## src/rtl/atc_pkg.sv

```systemverilog
// Shared types, widths and constants for the accelerometer tap classifier.
package atc_pkg;

	// Field widths
	localparam int SAMPLE_BITS = 16;
	localparam int TIME_BITS   = 32;

	// Configuration register widths and reset values
	localparam int GRAV_W     = 12;
	localparam int THR_W      = 12;
	localparam int COOL_W     = 16;
	localparam int LONG_W     = 16;
	localparam int CFG_DATA_W = 16;
	localparam int CFG_ADDR_W = 2;

	localparam logic [GRAV_W-1:0] GRAVITY_RST   = GRAV_W'(1000);
	localparam logic [THR_W-1:0]  THRESHOLD_RST = THR_W'(1500);
	localparam logic [COOL_W-1:0] COOLDOWN_RST  = COOL_W'(200);
	localparam logic [LONG_W-1:0] LONG_TAP_RST  = LONG_W'(2000);

	// Magnitude arithmetic: squared raw counts against squared mg bounds
	localparam int SQ_BITS     = 2 * SAMPLE_BITS;
	localparam int SUM_BITS    = 2 * SAMPLE_BITS;
	localparam int PROD_W      = 2 * SAMPLE_BITS + 16;
	localparam int MG_SHIFT    = 2 * (SAMPLE_BITS - 6);
	localparam int BND_W       = GRAV_W + 2;
	localparam int BND_SQ_W    = 2 * BND_W;
	localparam int SCALE_START = 15625;
	localparam int END_SHIFT   = 2;

	// Queue depths
	localparam int MID_DEPTH = 4;
	localparam int OUT_DEPTH = 2;

	typedef enum logic [CFG_ADDR_W-1:0] {
		REG_GRAVITY   = 2'd0,
		REG_THRESHOLD = 2'd1,
		REG_COOLDOWN  = 2'd2,
		REG_LONG_TAP  = 2'd3
	} cfg_reg_t;

	typedef struct packed {
		logic signed [SAMPLE_BITS-1:0] accel_x;
		logic signed [SAMPLE_BITS-1:0] accel_y;
		logic signed [SAMPLE_BITS-1:0] accel_z;
		logic [TIME_BITS-1:0]          time_ms;
	} sample_t;

	typedef struct packed {
		logic tap_done;
		logic tap_short;
		logic tap_active;
	} result_t;

	// Classified sample handed from front to back
	typedef struct packed {
		logic                 start_cand;
		logic                 end_cand;
		logic [TIME_BITS-1:0] time_ms;
	} cls_t;

	// Squared, scaled magnitude bounds derived from configuration
	typedef struct packed {
		logic [PROD_W-1:0] over_sq;
		logic              under_en;
		logic [PROD_W-1:0] under_sq;
		logic [PROD_W-1:0] end_hi_sq;
		logic              end_lo_en;
		logic [PROD_W-1:0] end_lo_sq;
	} bounds_t;

	typedef struct packed {
		logic [COOL_W-1:0] cooldown_ms;
		logic [LONG_W-1:0] long_tap_ms;
	} timing_t;

endpackage

```

## src/rtl/accel_tap_classifier.sv

```systemverilog
// A word passes stages s1, s2, s3, the mid queue, back stage and out queue.
// Throughput: one word per cycle sustained unless a queue fills; the front
// pipeline and the back-stage tap state loop each take one word per cycle.
// Reset: arst_n clears all queues, pipeline valids and tap state, and loads
// the configuration registers with their defaults; no warm-up pass follows.
// Top level of the accelerometer tap classifier.
module accel_tap_classifier #(
	parameter int MID_DEPTH = atc_pkg::MID_DEPTH,
	parameter int OUT_DEPTH = atc_pkg::OUT_DEPTH
) (
	input  logic                           clk,
	input  logic                           arst_n,
	// sample side
	input  logic                           push,
	input  atc_pkg::sample_t               sample,
	output logic                           full,
	// result side
	output logic                           empty,
	input  logic                           pop,
	output atc_pkg::result_t               result,
	// configuration writes
	input  logic                           cfg_wr_en,
	input  atc_pkg::cfg_reg_t              cfg_addr,
	input  logic [atc_pkg::CFG_DATA_W-1:0] cfg_wdata
);
	atc_pkg::bounds_t bounds;
	atc_pkg::timing_t timing;

	atc_pkg::cls_t    cls_w;
	atc_pkg::cls_t    cls_r;
	logic             cls_push;
	logic             cls_full;
	logic             cls_pop;
	logic             cls_empty;

	atc_pkg::result_t res_w;
	logic             res_push;
	logic             res_full;

	// Configuration registers and the squared bounds they imply
	atc_cfg u_cfg (
		.clk       (clk),
		.arst_n    (arst_n),
		.cfg_wr_en (cfg_wr_en),
		.cfg_addr  (cfg_addr),
		.cfg_wdata (cfg_wdata),
		.bounds    (bounds),
		.timing    (timing)
	);

	// Front: square the axes, sum, scale, classify against the bounds
	atc_front u_front (
		.clk      (clk),
		.arst_n   (arst_n),
		.push     (push),
		.sample   (sample),
		.full     (full),
		.bounds   (bounds),
		.cls_push (cls_push),
		.cls      (cls_w),
		.cls_full (cls_full)
	);

	// Decouple classification from the tap state so either side may stall
	atc_fifo #(
		.WIDTH ($bits(atc_pkg::cls_t)),
		.DEPTH (MID_DEPTH)
	) u_mid_q (
		.clk    (clk),
		.arst_n (arst_n),
		.push   (cls_push),
		.wdata  (cls_w),
		.full   (cls_full),
		.pop    (cls_pop),
		.rdata  (cls_r),
		.empty  (cls_empty)
	);

	// Back: advance the tap state one word at a time and form the result
	atc_back u_back (
		.clk       (clk),
		.arst_n    (arst_n),
		.cls       (cls_r),
		.cls_empty (cls_empty),
		.cls_pop   (cls_pop),
		.timing    (timing),
		.res_push  (res_push),
		.res       (res_w),
		.res_full  (res_full)
	);

	// Hold finished results until the consumer drains them
	atc_fifo #(
		.WIDTH ($bits(atc_pkg::result_t)),
		.DEPTH (OUT_DEPTH)
	) u_out_q (
		.clk    (clk),
		.arst_n (arst_n),
		.push   (res_push),
		.wdata  (res_w),
		.full   (res_full),
		.pop    (pop),
		.rdata  (result),
		.empty  (empty)
	);

endmodule

```

## src/rtl/atc_fifo.sv

```systemverilog
// Small show-ahead register queue.
module atc_fifo #(
	parameter int WIDTH = 1,
	parameter int DEPTH = 2
) (
	input  logic             clk,
	input  logic             arst_n,
	input  logic             push,
	input  logic [WIDTH-1:0] wdata,
	output logic             full,
	input  logic             pop,
	output logic [WIDTH-1:0] rdata,
	output logic             empty
);
	localparam int PTR_W = (DEPTH > 1) ? $clog2(DEPTH) : 1;
	localparam int CNT_W = $clog2(DEPTH + 1);

	logic [WIDTH-1:0] mem_q [DEPTH];
	logic [PTR_W-1:0] rd_ptr_q;
	logic [PTR_W-1:0] wr_ptr_q;
	logic [CNT_W-1:0] count_q;
	logic             do_push;
	logic             do_pop;

	assign full    = (count_q == CNT_W'(DEPTH));
	assign empty   = (count_q == '0);
	assign do_push = push && !full;
	assign do_pop  = pop && !empty;
	assign rdata   = mem_q[rd_ptr_q];

	always_ff @(posedge clk or negedge arst_n) begin
		if (!arst_n) begin
			rd_ptr_q <= '0;
			wr_ptr_q <= '0;
			count_q  <= '0;
		end else begin
			if (do_push) begin
				wr_ptr_q <= (wr_ptr_q == PTR_W'(DEPTH - 1)) ? '0 : wr_ptr_q + 1'b1;
			end
			if (do_pop) begin
				rd_ptr_q <= (rd_ptr_q == PTR_W'(DEPTH - 1)) ? '0 : rd_ptr_q + 1'b1;
			end
			unique case ({do_push, do_pop})
				2'b10:   count_q <= count_q + 1'b1;
				2'b01:   count_q <= count_q - 1'b1;
				default: count_q <= count_q;
			endcase
		end
	end

	always_ff @(posedge clk) begin
		if (do_push) begin
			mem_q[wr_ptr_q] <= wdata;
		end
	end

endmodule

```

## src/rtl/atc_cfg.sv

```systemverilog
// Configuration registers and the squared magnitude bounds derived from them.
module atc_cfg (
	input  logic                                clk,
	input  logic                                arst_n,
	input  logic                                cfg_wr_en,
	input  atc_pkg::cfg_reg_t                   cfg_addr,
	input  logic [atc_pkg::CFG_DATA_W-1:0]      cfg_wdata,
	output atc_pkg::bounds_t                    bounds,
	output atc_pkg::timing_t                    timing
);
	logic [atc_pkg::GRAV_W-1:0] grav_q;
	logic [atc_pkg::THR_W-1:0]  thr_q;
	logic [atc_pkg::COOL_W-1:0] cool_q;
	logic [atc_pkg::LONG_W-1:0] long_q;

	logic [atc_pkg::BND_W-1:0] hi;
	logic [atc_pkg::BND_W-1:0] lo;
	logic [atc_pkg::BND_W-1:0] hi2;
	logic [atc_pkg::BND_W-1:0] twice_g;
	logic [atc_pkg::BND_W-1:0] lo2;
	atc_pkg::bounds_t          bounds_d;
	atc_pkg::bounds_t          bounds_q;

	// square a bound in mg and bring it to the raw-count scale
	function automatic logic [atc_pkg::PROD_W-1:0] scaled_sq(
		input logic [atc_pkg::BND_W-1:0] v
	);
		logic [atc_pkg::BND_SQ_W-1:0] sq;
		sq = atc_pkg::BND_SQ_W'(v) * atc_pkg::BND_SQ_W'(v);
		return atc_pkg::PROD_W'(sq) << atc_pkg::MG_SHIFT;
	endfunction

	always_ff @(posedge clk or negedge arst_n) begin
		if (!arst_n) begin
			grav_q <= atc_pkg::GRAVITY_RST;
			thr_q  <= atc_pkg::THRESHOLD_RST;
			cool_q <= atc_pkg::COOLDOWN_RST;
			long_q <= atc_pkg::LONG_TAP_RST;
		end else if (cfg_wr_en) begin
			unique case (cfg_addr)
				atc_pkg::REG_GRAVITY:   grav_q <= cfg_wdata[atc_pkg::GRAV_W-1:0];
				atc_pkg::REG_THRESHOLD: thr_q  <= cfg_wdata[atc_pkg::THR_W-1:0];
				atc_pkg::REG_COOLDOWN:  cool_q <= cfg_wdata[atc_pkg::COOL_W-1:0];
				atc_pkg::REG_LONG_TAP:  long_q <= cfg_wdata[atc_pkg::LONG_W-1:0];
				default: ;
			endcase
		end
	end

	always_comb begin
		hi      = atc_pkg::BND_W'(grav_q) + atc_pkg::BND_W'(thr_q);
		lo      = atc_pkg::BND_W'(grav_q) - atc_pkg::BND_W'(thr_q);
		twice_g = atc_pkg::BND_W'(grav_q) << 1;
		hi2     = twice_g + atc_pkg::BND_W'(thr_q);
		lo2     = twice_g - atc_pkg::BND_W'(thr_q);

		bounds_d.over_sq   = scaled_sq(hi);
		bounds_d.under_en  = (grav_q > thr_q);
		bounds_d.under_sq  = scaled_sq(lo);
		bounds_d.end_hi_sq = scaled_sq(hi2);
		bounds_d.end_lo_en = !(twice_g < atc_pkg::BND_W'(thr_q));
		bounds_d.end_lo_sq = scaled_sq(lo2);
	end

	// Refresh every cycle; the bounds settle in the cycle after a register write
	always_ff @(posedge clk) begin
		bounds_q <= bounds_d;
	end

	assign bounds             = bounds_q;
	assign timing.cooldown_ms = cool_q;
	assign timing.long_tap_ms = long_q;

endmodule

```

## src/rtl/atc_front.sv

```systemverilog
// Front pipeline: squares, sum, scaling and threshold classification of samples.
module atc_front (
	input  logic              clk,
	input  logic              arst_n,
	input  logic              push,
	input  atc_pkg::sample_t  sample,
	output logic              full,
	input  atc_pkg::bounds_t  bounds,
	output logic              cls_push,
	output atc_pkg::cls_t     cls,
	input  logic              cls_full
);
	logic en;
	logic accept;

	logic v_s1;
	logic v_s2;
	logic v_s3;

	logic signed [atc_pkg::SQ_BITS-1:0] ax;
	logic signed [atc_pkg::SQ_BITS-1:0] ay;
	logic signed [atc_pkg::SQ_BITS-1:0] az;

	logic [atc_pkg::SQ_BITS-1:0]   sq_x_s1;
	logic [atc_pkg::SQ_BITS-1:0]   sq_y_s1;
	logic [atc_pkg::SQ_BITS-1:0]   sq_z_s1;
	logic [atc_pkg::TIME_BITS-1:0] time_s1;
	logic [atc_pkg::SUM_BITS-1:0]  sum_s2;
	logic [atc_pkg::TIME_BITS-1:0] time_s2;
	logic [atc_pkg::PROD_W-1:0]    scaled_s3;
	logic [atc_pkg::TIME_BITS-1:0] time_s3;

	logic [atc_pkg::PROD_W-1:0] scaled_end;
	logic                       over;
	logic                       under;
	logic                       below_hi;
	logic                       above_lo;

	// Whole pipeline holds while the last stage cannot hand off
	assign en     = !(v_s3 && cls_full);
	assign full   = !en;
	assign accept = push && en;

	assign ax = atc_pkg::SQ_BITS'(sample.accel_x);
	assign ay = atc_pkg::SQ_BITS'(sample.accel_y);
	assign az = atc_pkg::SQ_BITS'(sample.accel_z);

	always_ff @(posedge clk or negedge arst_n) begin
		if (!arst_n) begin
			v_s1 <= 1'b0;
			v_s2 <= 1'b0;
			v_s3 <= 1'b0;
		end else if (en) begin
			v_s1 <= accept;
			v_s2 <= v_s1;
			v_s3 <= v_s2;
		end
	end

	always_ff @(posedge clk) begin
		if (en) begin
			sq_x_s1   <= $unsigned(ax * ax);
			sq_y_s1   <= $unsigned(ay * ay);
			sq_z_s1   <= $unsigned(az * az);
			time_s1   <= sample.time_ms;
			sum_s2    <= sq_x_s1 + sq_y_s1 + sq_z_s1;
			time_s2   <= time_s1;
			scaled_s3 <= atc_pkg::PROD_W'(sum_s2)
				* atc_pkg::PROD_W'(atc_pkg::SCALE_START);
			time_s3   <= time_s2;
		end
	end

	always_comb begin
		scaled_end = scaled_s3 << atc_pkg::END_SHIFT;
		over       = scaled_s3 > bounds.over_sq;
		under      = bounds.under_en && (scaled_s3 < bounds.under_sq);
		below_hi   = scaled_end < bounds.end_hi_sq;
		above_lo   = !bounds.end_lo_en || (scaled_end > bounds.end_lo_sq);

		cls.start_cand = over || under;
		cls.end_cand   = below_hi && above_lo;
		cls.time_ms    = time_s3;
	end

	assign cls_push = v_s3 && en;

endmodule

```

## src/rtl/atc_back.sv

```systemverilog
// Back stage: tap state, cooldown and duration checks, result formation.
module atc_back (
	input  logic              clk,
	input  logic              arst_n,
	input  atc_pkg::cls_t     cls,
	input  logic              cls_empty,
	output logic              cls_pop,
	input  atc_pkg::timing_t  timing,
	output logic              res_push,
	output atc_pkg::result_t  res,
	input  logic              res_full
);
	logic                          in_tap_q;
	logic [atc_pkg::TIME_BITS-1:0] last_end_q;
	logic [atc_pkg::TIME_BITS-1:0] begin_q;

	logic                          fire;
	logic [atc_pkg::TIME_BITS-1:0] since_end;
	logic [atc_pkg::TIME_BITS-1:0] dur;
	logic                          start;
	logic                          tap_now;
	logic                          ending;

	assign fire     = !cls_empty && !res_full;
	assign cls_pop  = fire;
	assign res_push = fire;

	always_comb begin
		since_end = cls.time_ms - last_end_q;
		start     = !in_tap_q && cls.start_cand
			&& (since_end > atc_pkg::TIME_BITS'(timing.cooldown_ms));
		tap_now   = in_tap_q || start;
		ending    = tap_now && cls.end_cand;
		// a tap that starts and ends on one word lasts zero
		dur       = start ? '0 : (cls.time_ms - begin_q);

		res.tap_done   = ending;
		res.tap_short  = ending && (dur < atc_pkg::TIME_BITS'(timing.long_tap_ms));
		res.tap_active = tap_now && !ending;
	end

	always_ff @(posedge clk or negedge arst_n) begin
		if (!arst_n) begin
			in_tap_q   <= 1'b0;
			last_end_q <= '0;
			begin_q    <= '0;
		end else if (fire) begin
			in_tap_q <= tap_now && !ending;
			if (start) begin
				begin_q <= cls.time_ms;
			end
			if (ending) begin
				last_end_q <= cls.time_ms;
			end
		end
	end

endmodule

```

## config.mk

```make
export PLATFORM = sky130hd
export DESIGN_NAME = accel_tap_classifier
export DESIGN_NICKNAME = d
export VERILOG_FILES = /design/src/rtl/atc_pkg.sv /design/src/rtl/accel_tap_classifier.sv /design/src/rtl/atc_fifo.sv /design/src/rtl/atc_cfg.sv /design/src/rtl/atc_front.sv /design/src/rtl/atc_back.sv
export SDC_FILE = /design/constraint.sdc
export NUM_CORES = 2
export LEC_CHECK = 0
export BUFFER_PORTS_ARGS = -buffer_cell sky130_fd_sc_hd__buf_2
export CELL_PAD_IN_SITES_DETAIL_PLACEMENT = 1
export CELL_PAD_IN_SITES_GLOBAL_PLACEMENT = 1
export CORE_MARGIN = 10
export CORE_UTILIZATION = 25
export DETAILED_ROUTE_END_ITERATION = 8
export PLACE_DENSITY_LB_ADDON = 0.1
export SLEW_MARGIN = 25
export SYNTH_ARGS = -nofsm -noshare
export SYNTH_HDL_FRONTEND = slang
export SYNTH_HIERARCHICAL = 1
export SYNTH_SLANG_ARGS = --single-unit
```

## constraint.sdc

```tcl
create_clock -name clk -period 10.1 [get_ports clk]
set_clock_uncertainty 0.05 [all_clocks]
set_input_delay 1.01 -clock clk [delete_from_list [all_inputs] [get_ports clk]]
set_output_delay 1.01 -clock clk [all_outputs]
set_load 0.05 [all_outputs]
```

==> results_dict.tcl <==
set metrics [dict create \
    status "finished, final reports clean" \
    wirelength_um 268200 \
    synth_simple_gate_area_share_pct 8.735 \
    nNetsFinal 11602 \
    synth_top_family_by_area "adder cells" \
    async_flop_share_pct 20.77 \
    clkLatencyLatePin_ns 0.73 \
    hold_viol_final 0 \
    crit_slowest_cell "dfstp_2" \
    period_minus_slack_ns 9.115 \
    crit_fanout 9 \
    cts_tree "yes" \
    crit_top_cell "fa_1" \
    slew_headroom_pct 23.22 \
    start_kind "flip-flop" \
    clkSinkCount 650 \
    drive_gt1_share_pct 6.377 \
    drtAntennaViolNets 0 \
    area_growth_pct 10.02 \
    post_cts_resized 0 \
    r2r_slack_ns 0.99 \
    ys_types 115 \
    ioPinCount 108 \
    clock_path_buffers 3 \
    row_count 219 \
    pre_cts_ws_ns 0.9624 \
    grt_pass1_wl_um 419700 \
    firstDrtPassIters 5 \
    grt_pass1_vias 68747 \
    muxShareOfSynthArea_pct 2.406 \
    synth-edff-count 409 \
    fin_crit_sh_pct 90.24 \
    synth-seq-cells 650 \
    yosysWarningCount 6 \
    setup_violations 0 \
    grt_antenna_before_repair 15 \
    cts_max_level 3 \
    final_core_util_pct 27.62 \
    ys_seq_area_share_pct 19.91 \
    layout.filler_cells 40722 \
    worstHoldPathType "input port to async pin" \
    worstSetupEndpointType "flip-flop" \
    ctsHoldBuffers 0 \
    post-cts-setup-buffers 0 \
    netlist_area_mm2 0.08944 \
    critPathMaxStageDelay_ns 0.56 \
    required_ns 10.66 \
    rsz0062_at_grt "no" \
    port_buffers 107 \
    syn_area_per_cell_um2 9.981 \
    synthXorXnorAreaFrac_pct 4.019 \
    synth-adder-area-share_pct 45.07 \
    finalNonFillerCells 13901 \
    core_mm2 0.3562 \
    synth_compound_area_share_pct 9.083 \
    clkTransAtPathRegs_ns 0.06 \
    finalWorstSetupSlack_ns 0.9854 \
    cap_violations 0 \
    die_h_um 618.1 \
    avgViaCountPerCell 4.304 \
    fin_tns_setup_ns 0 \
    dp_cells 13735 \
    grt_max_degree 71 \
    synth_top_area_share_pct 29.61 \
    syn_inst 8961 \
    cp.arrival_ns 9.68 \
    gp_congestion 0.8024 \
    synth_most_common_cell "inv_1" \
    grtUsageTotal_pct 14.07 \
    clock.fmax_ghz 0.1097 \
    cts_root_buf "clkbuf_16" \
    synth.area.top_cells "fa_1, ha_1, edfxtp_1" \
    first_iter_violations 2135 \
    die_x_um 618.1 \
    critPathKind "flip-flop to flip-flop" \
    die-area_mm2 0.3821 \
    num_vias 59826 \
    synth_commonest_cells "inv_1, fa_1, ha_1" \
    post_drt_wl_per_cell_um 19.29 \
    worstMarginPinSlew_ns 1.143 \
    gr-total-overflow 0 \
    dpl.hpwl_um 225700 \
    synth.largest_area_cell "fa_1" \
    drcViolationCount 0 \
    worst-path-buf-inv 5 \
    cts_made_buffers 85 \
    path_delay_family "adder cells" \
    initial_utilization_pct 25.11 \
    ys.flop_type "edfxtp_1" \
    drv_slew 0 \
]
-- cell usage in the layout, fill, tap and decap left out, types with 32 or more instances in the layout --
cell / count
nor2_1: 466
buf_2: 106
clkbuf_16: 88
and3_1: 44
nand2_1: 589
o21ai_0: 186
a221o_1: 32
a21oi_1: 348
edfxtp_1: 409
dfxtp_1: 106
buf_4: 77
xnor2_1: 292
a31oi_1: 42
nand3_1: 68
ha_1: 1105
nor2b_1: 58
mux2_2: 70
fa_1: 1323
a22o_1: 32
and2_1: 147
nand4_1: 58
conb_1: 89
nor3_1: 76
o21bai_1: 50
a211oi_1: 47
inv_1: 2168
a21o_1: 201
dfrtp_1: 112
xor2_1: 108
nand2b_1: 67
o21a_1: 43
-- flip-flops by register name, summed over array words and instances (netlist names), 32 cells and up --
name / count
u_front/time_s2: 32
u_back/begin_q: 32
u_front/sum_s2: 32
u_cfg/bounds: 106
u_front/time_s3: 32
u_mid_q/mem_q: 136
u_back/last_end_q: 32
u_front/scaled_s3: 46
u_front/time_s1: 32
-- per-layer routing --
metal | track usage, % | up-vias | share of wire (%)
met2 | 24.70 | 445 | 49
met5 | 0 | - | 0
met3 | 1.068 | 202 | 1.9
li1 | - | 28572 | -
met4 | 2.538 | 0 | 1.8
met1 | 19.15 | 30607 | 47
-- cell families (layout without fill, tap and decap cells) --
logic type | Yosys count | in the layout
AO/OA/AOI/OAI | 1210 | 1210
XOR/XNOR | 407 | 407
adder cells (fa/ha/maj) | 2428 | 2428
buffers and inverters | 2440 | 2534
flip-flops | 650 | 650
multiplexers | 147 | 147
other | 2 | 97
AND/OR/NAND/NOR | 1677 | 1677
-- metrics by stage --
| stage | instance area (um2) | hold slack, ns |
|---|---|---|
| after global routing | 98380 | 0.1215 |
| final | 98400 | 0.1440 |
| after CTS | 98370 | 0.08498 |
| after floorplan | 89760 | 0.3503 |
| after global placement | 95490 | 0.3510 |
| after detailed placement | 95510 | 0.3552 |
-- layout make-up --
cell class | instances | area (um2) | share of cell area [%]
Inverter | 2192 | 8228 | 8.362
Sequential cell | 650 | 17810 | 18.10
Clock inverter | 45 | 526.8 | 0.5353
Clock buffer | 113 | 2336 | 2.374
Antenna cell | 8 | 20.02 | 0.02034
Timing Repair Buffer | 184 | 1120 | 1.138
Tap cell | 4751 | 5944 | 6.041
Multi-Input combinational cell | 5958 | 62410 | 63.43
-- path summary, 6_finish.rpt --
kind / to / cells after the start / start
max reg2reg: u_cfg/bounds[143]$_DFF_P_ / 30 / u_cfg/thr_q[2]$_DFFE_PN1P_
min: u_back/begin_q[17]$_DFFE_PN0P_ / 1 / arst_n
min in group clk: u_front/time_s3[14]$_DFFE_PN_ / 0 / u_front/time_s2[14]$_DFFE_PN_
max: u_cfg/bounds[143]$_DFF_P_ / 30 / u_cfg/thr_q[2]$_DFFE_PN1P_
max in group asynchronous: u_cfg/grav_q[1]$_DFFE_PN0P_ / 2 / arst_n
min reg2reg: u_front/time_s3[14]$_DFFE_PN_ / 0 / u_front/time_s2[14]$_DFFE_PN_
Power is not shown: default switching activity piles up to over one toggle a cycle in this logic, so the estimate is an artifact.
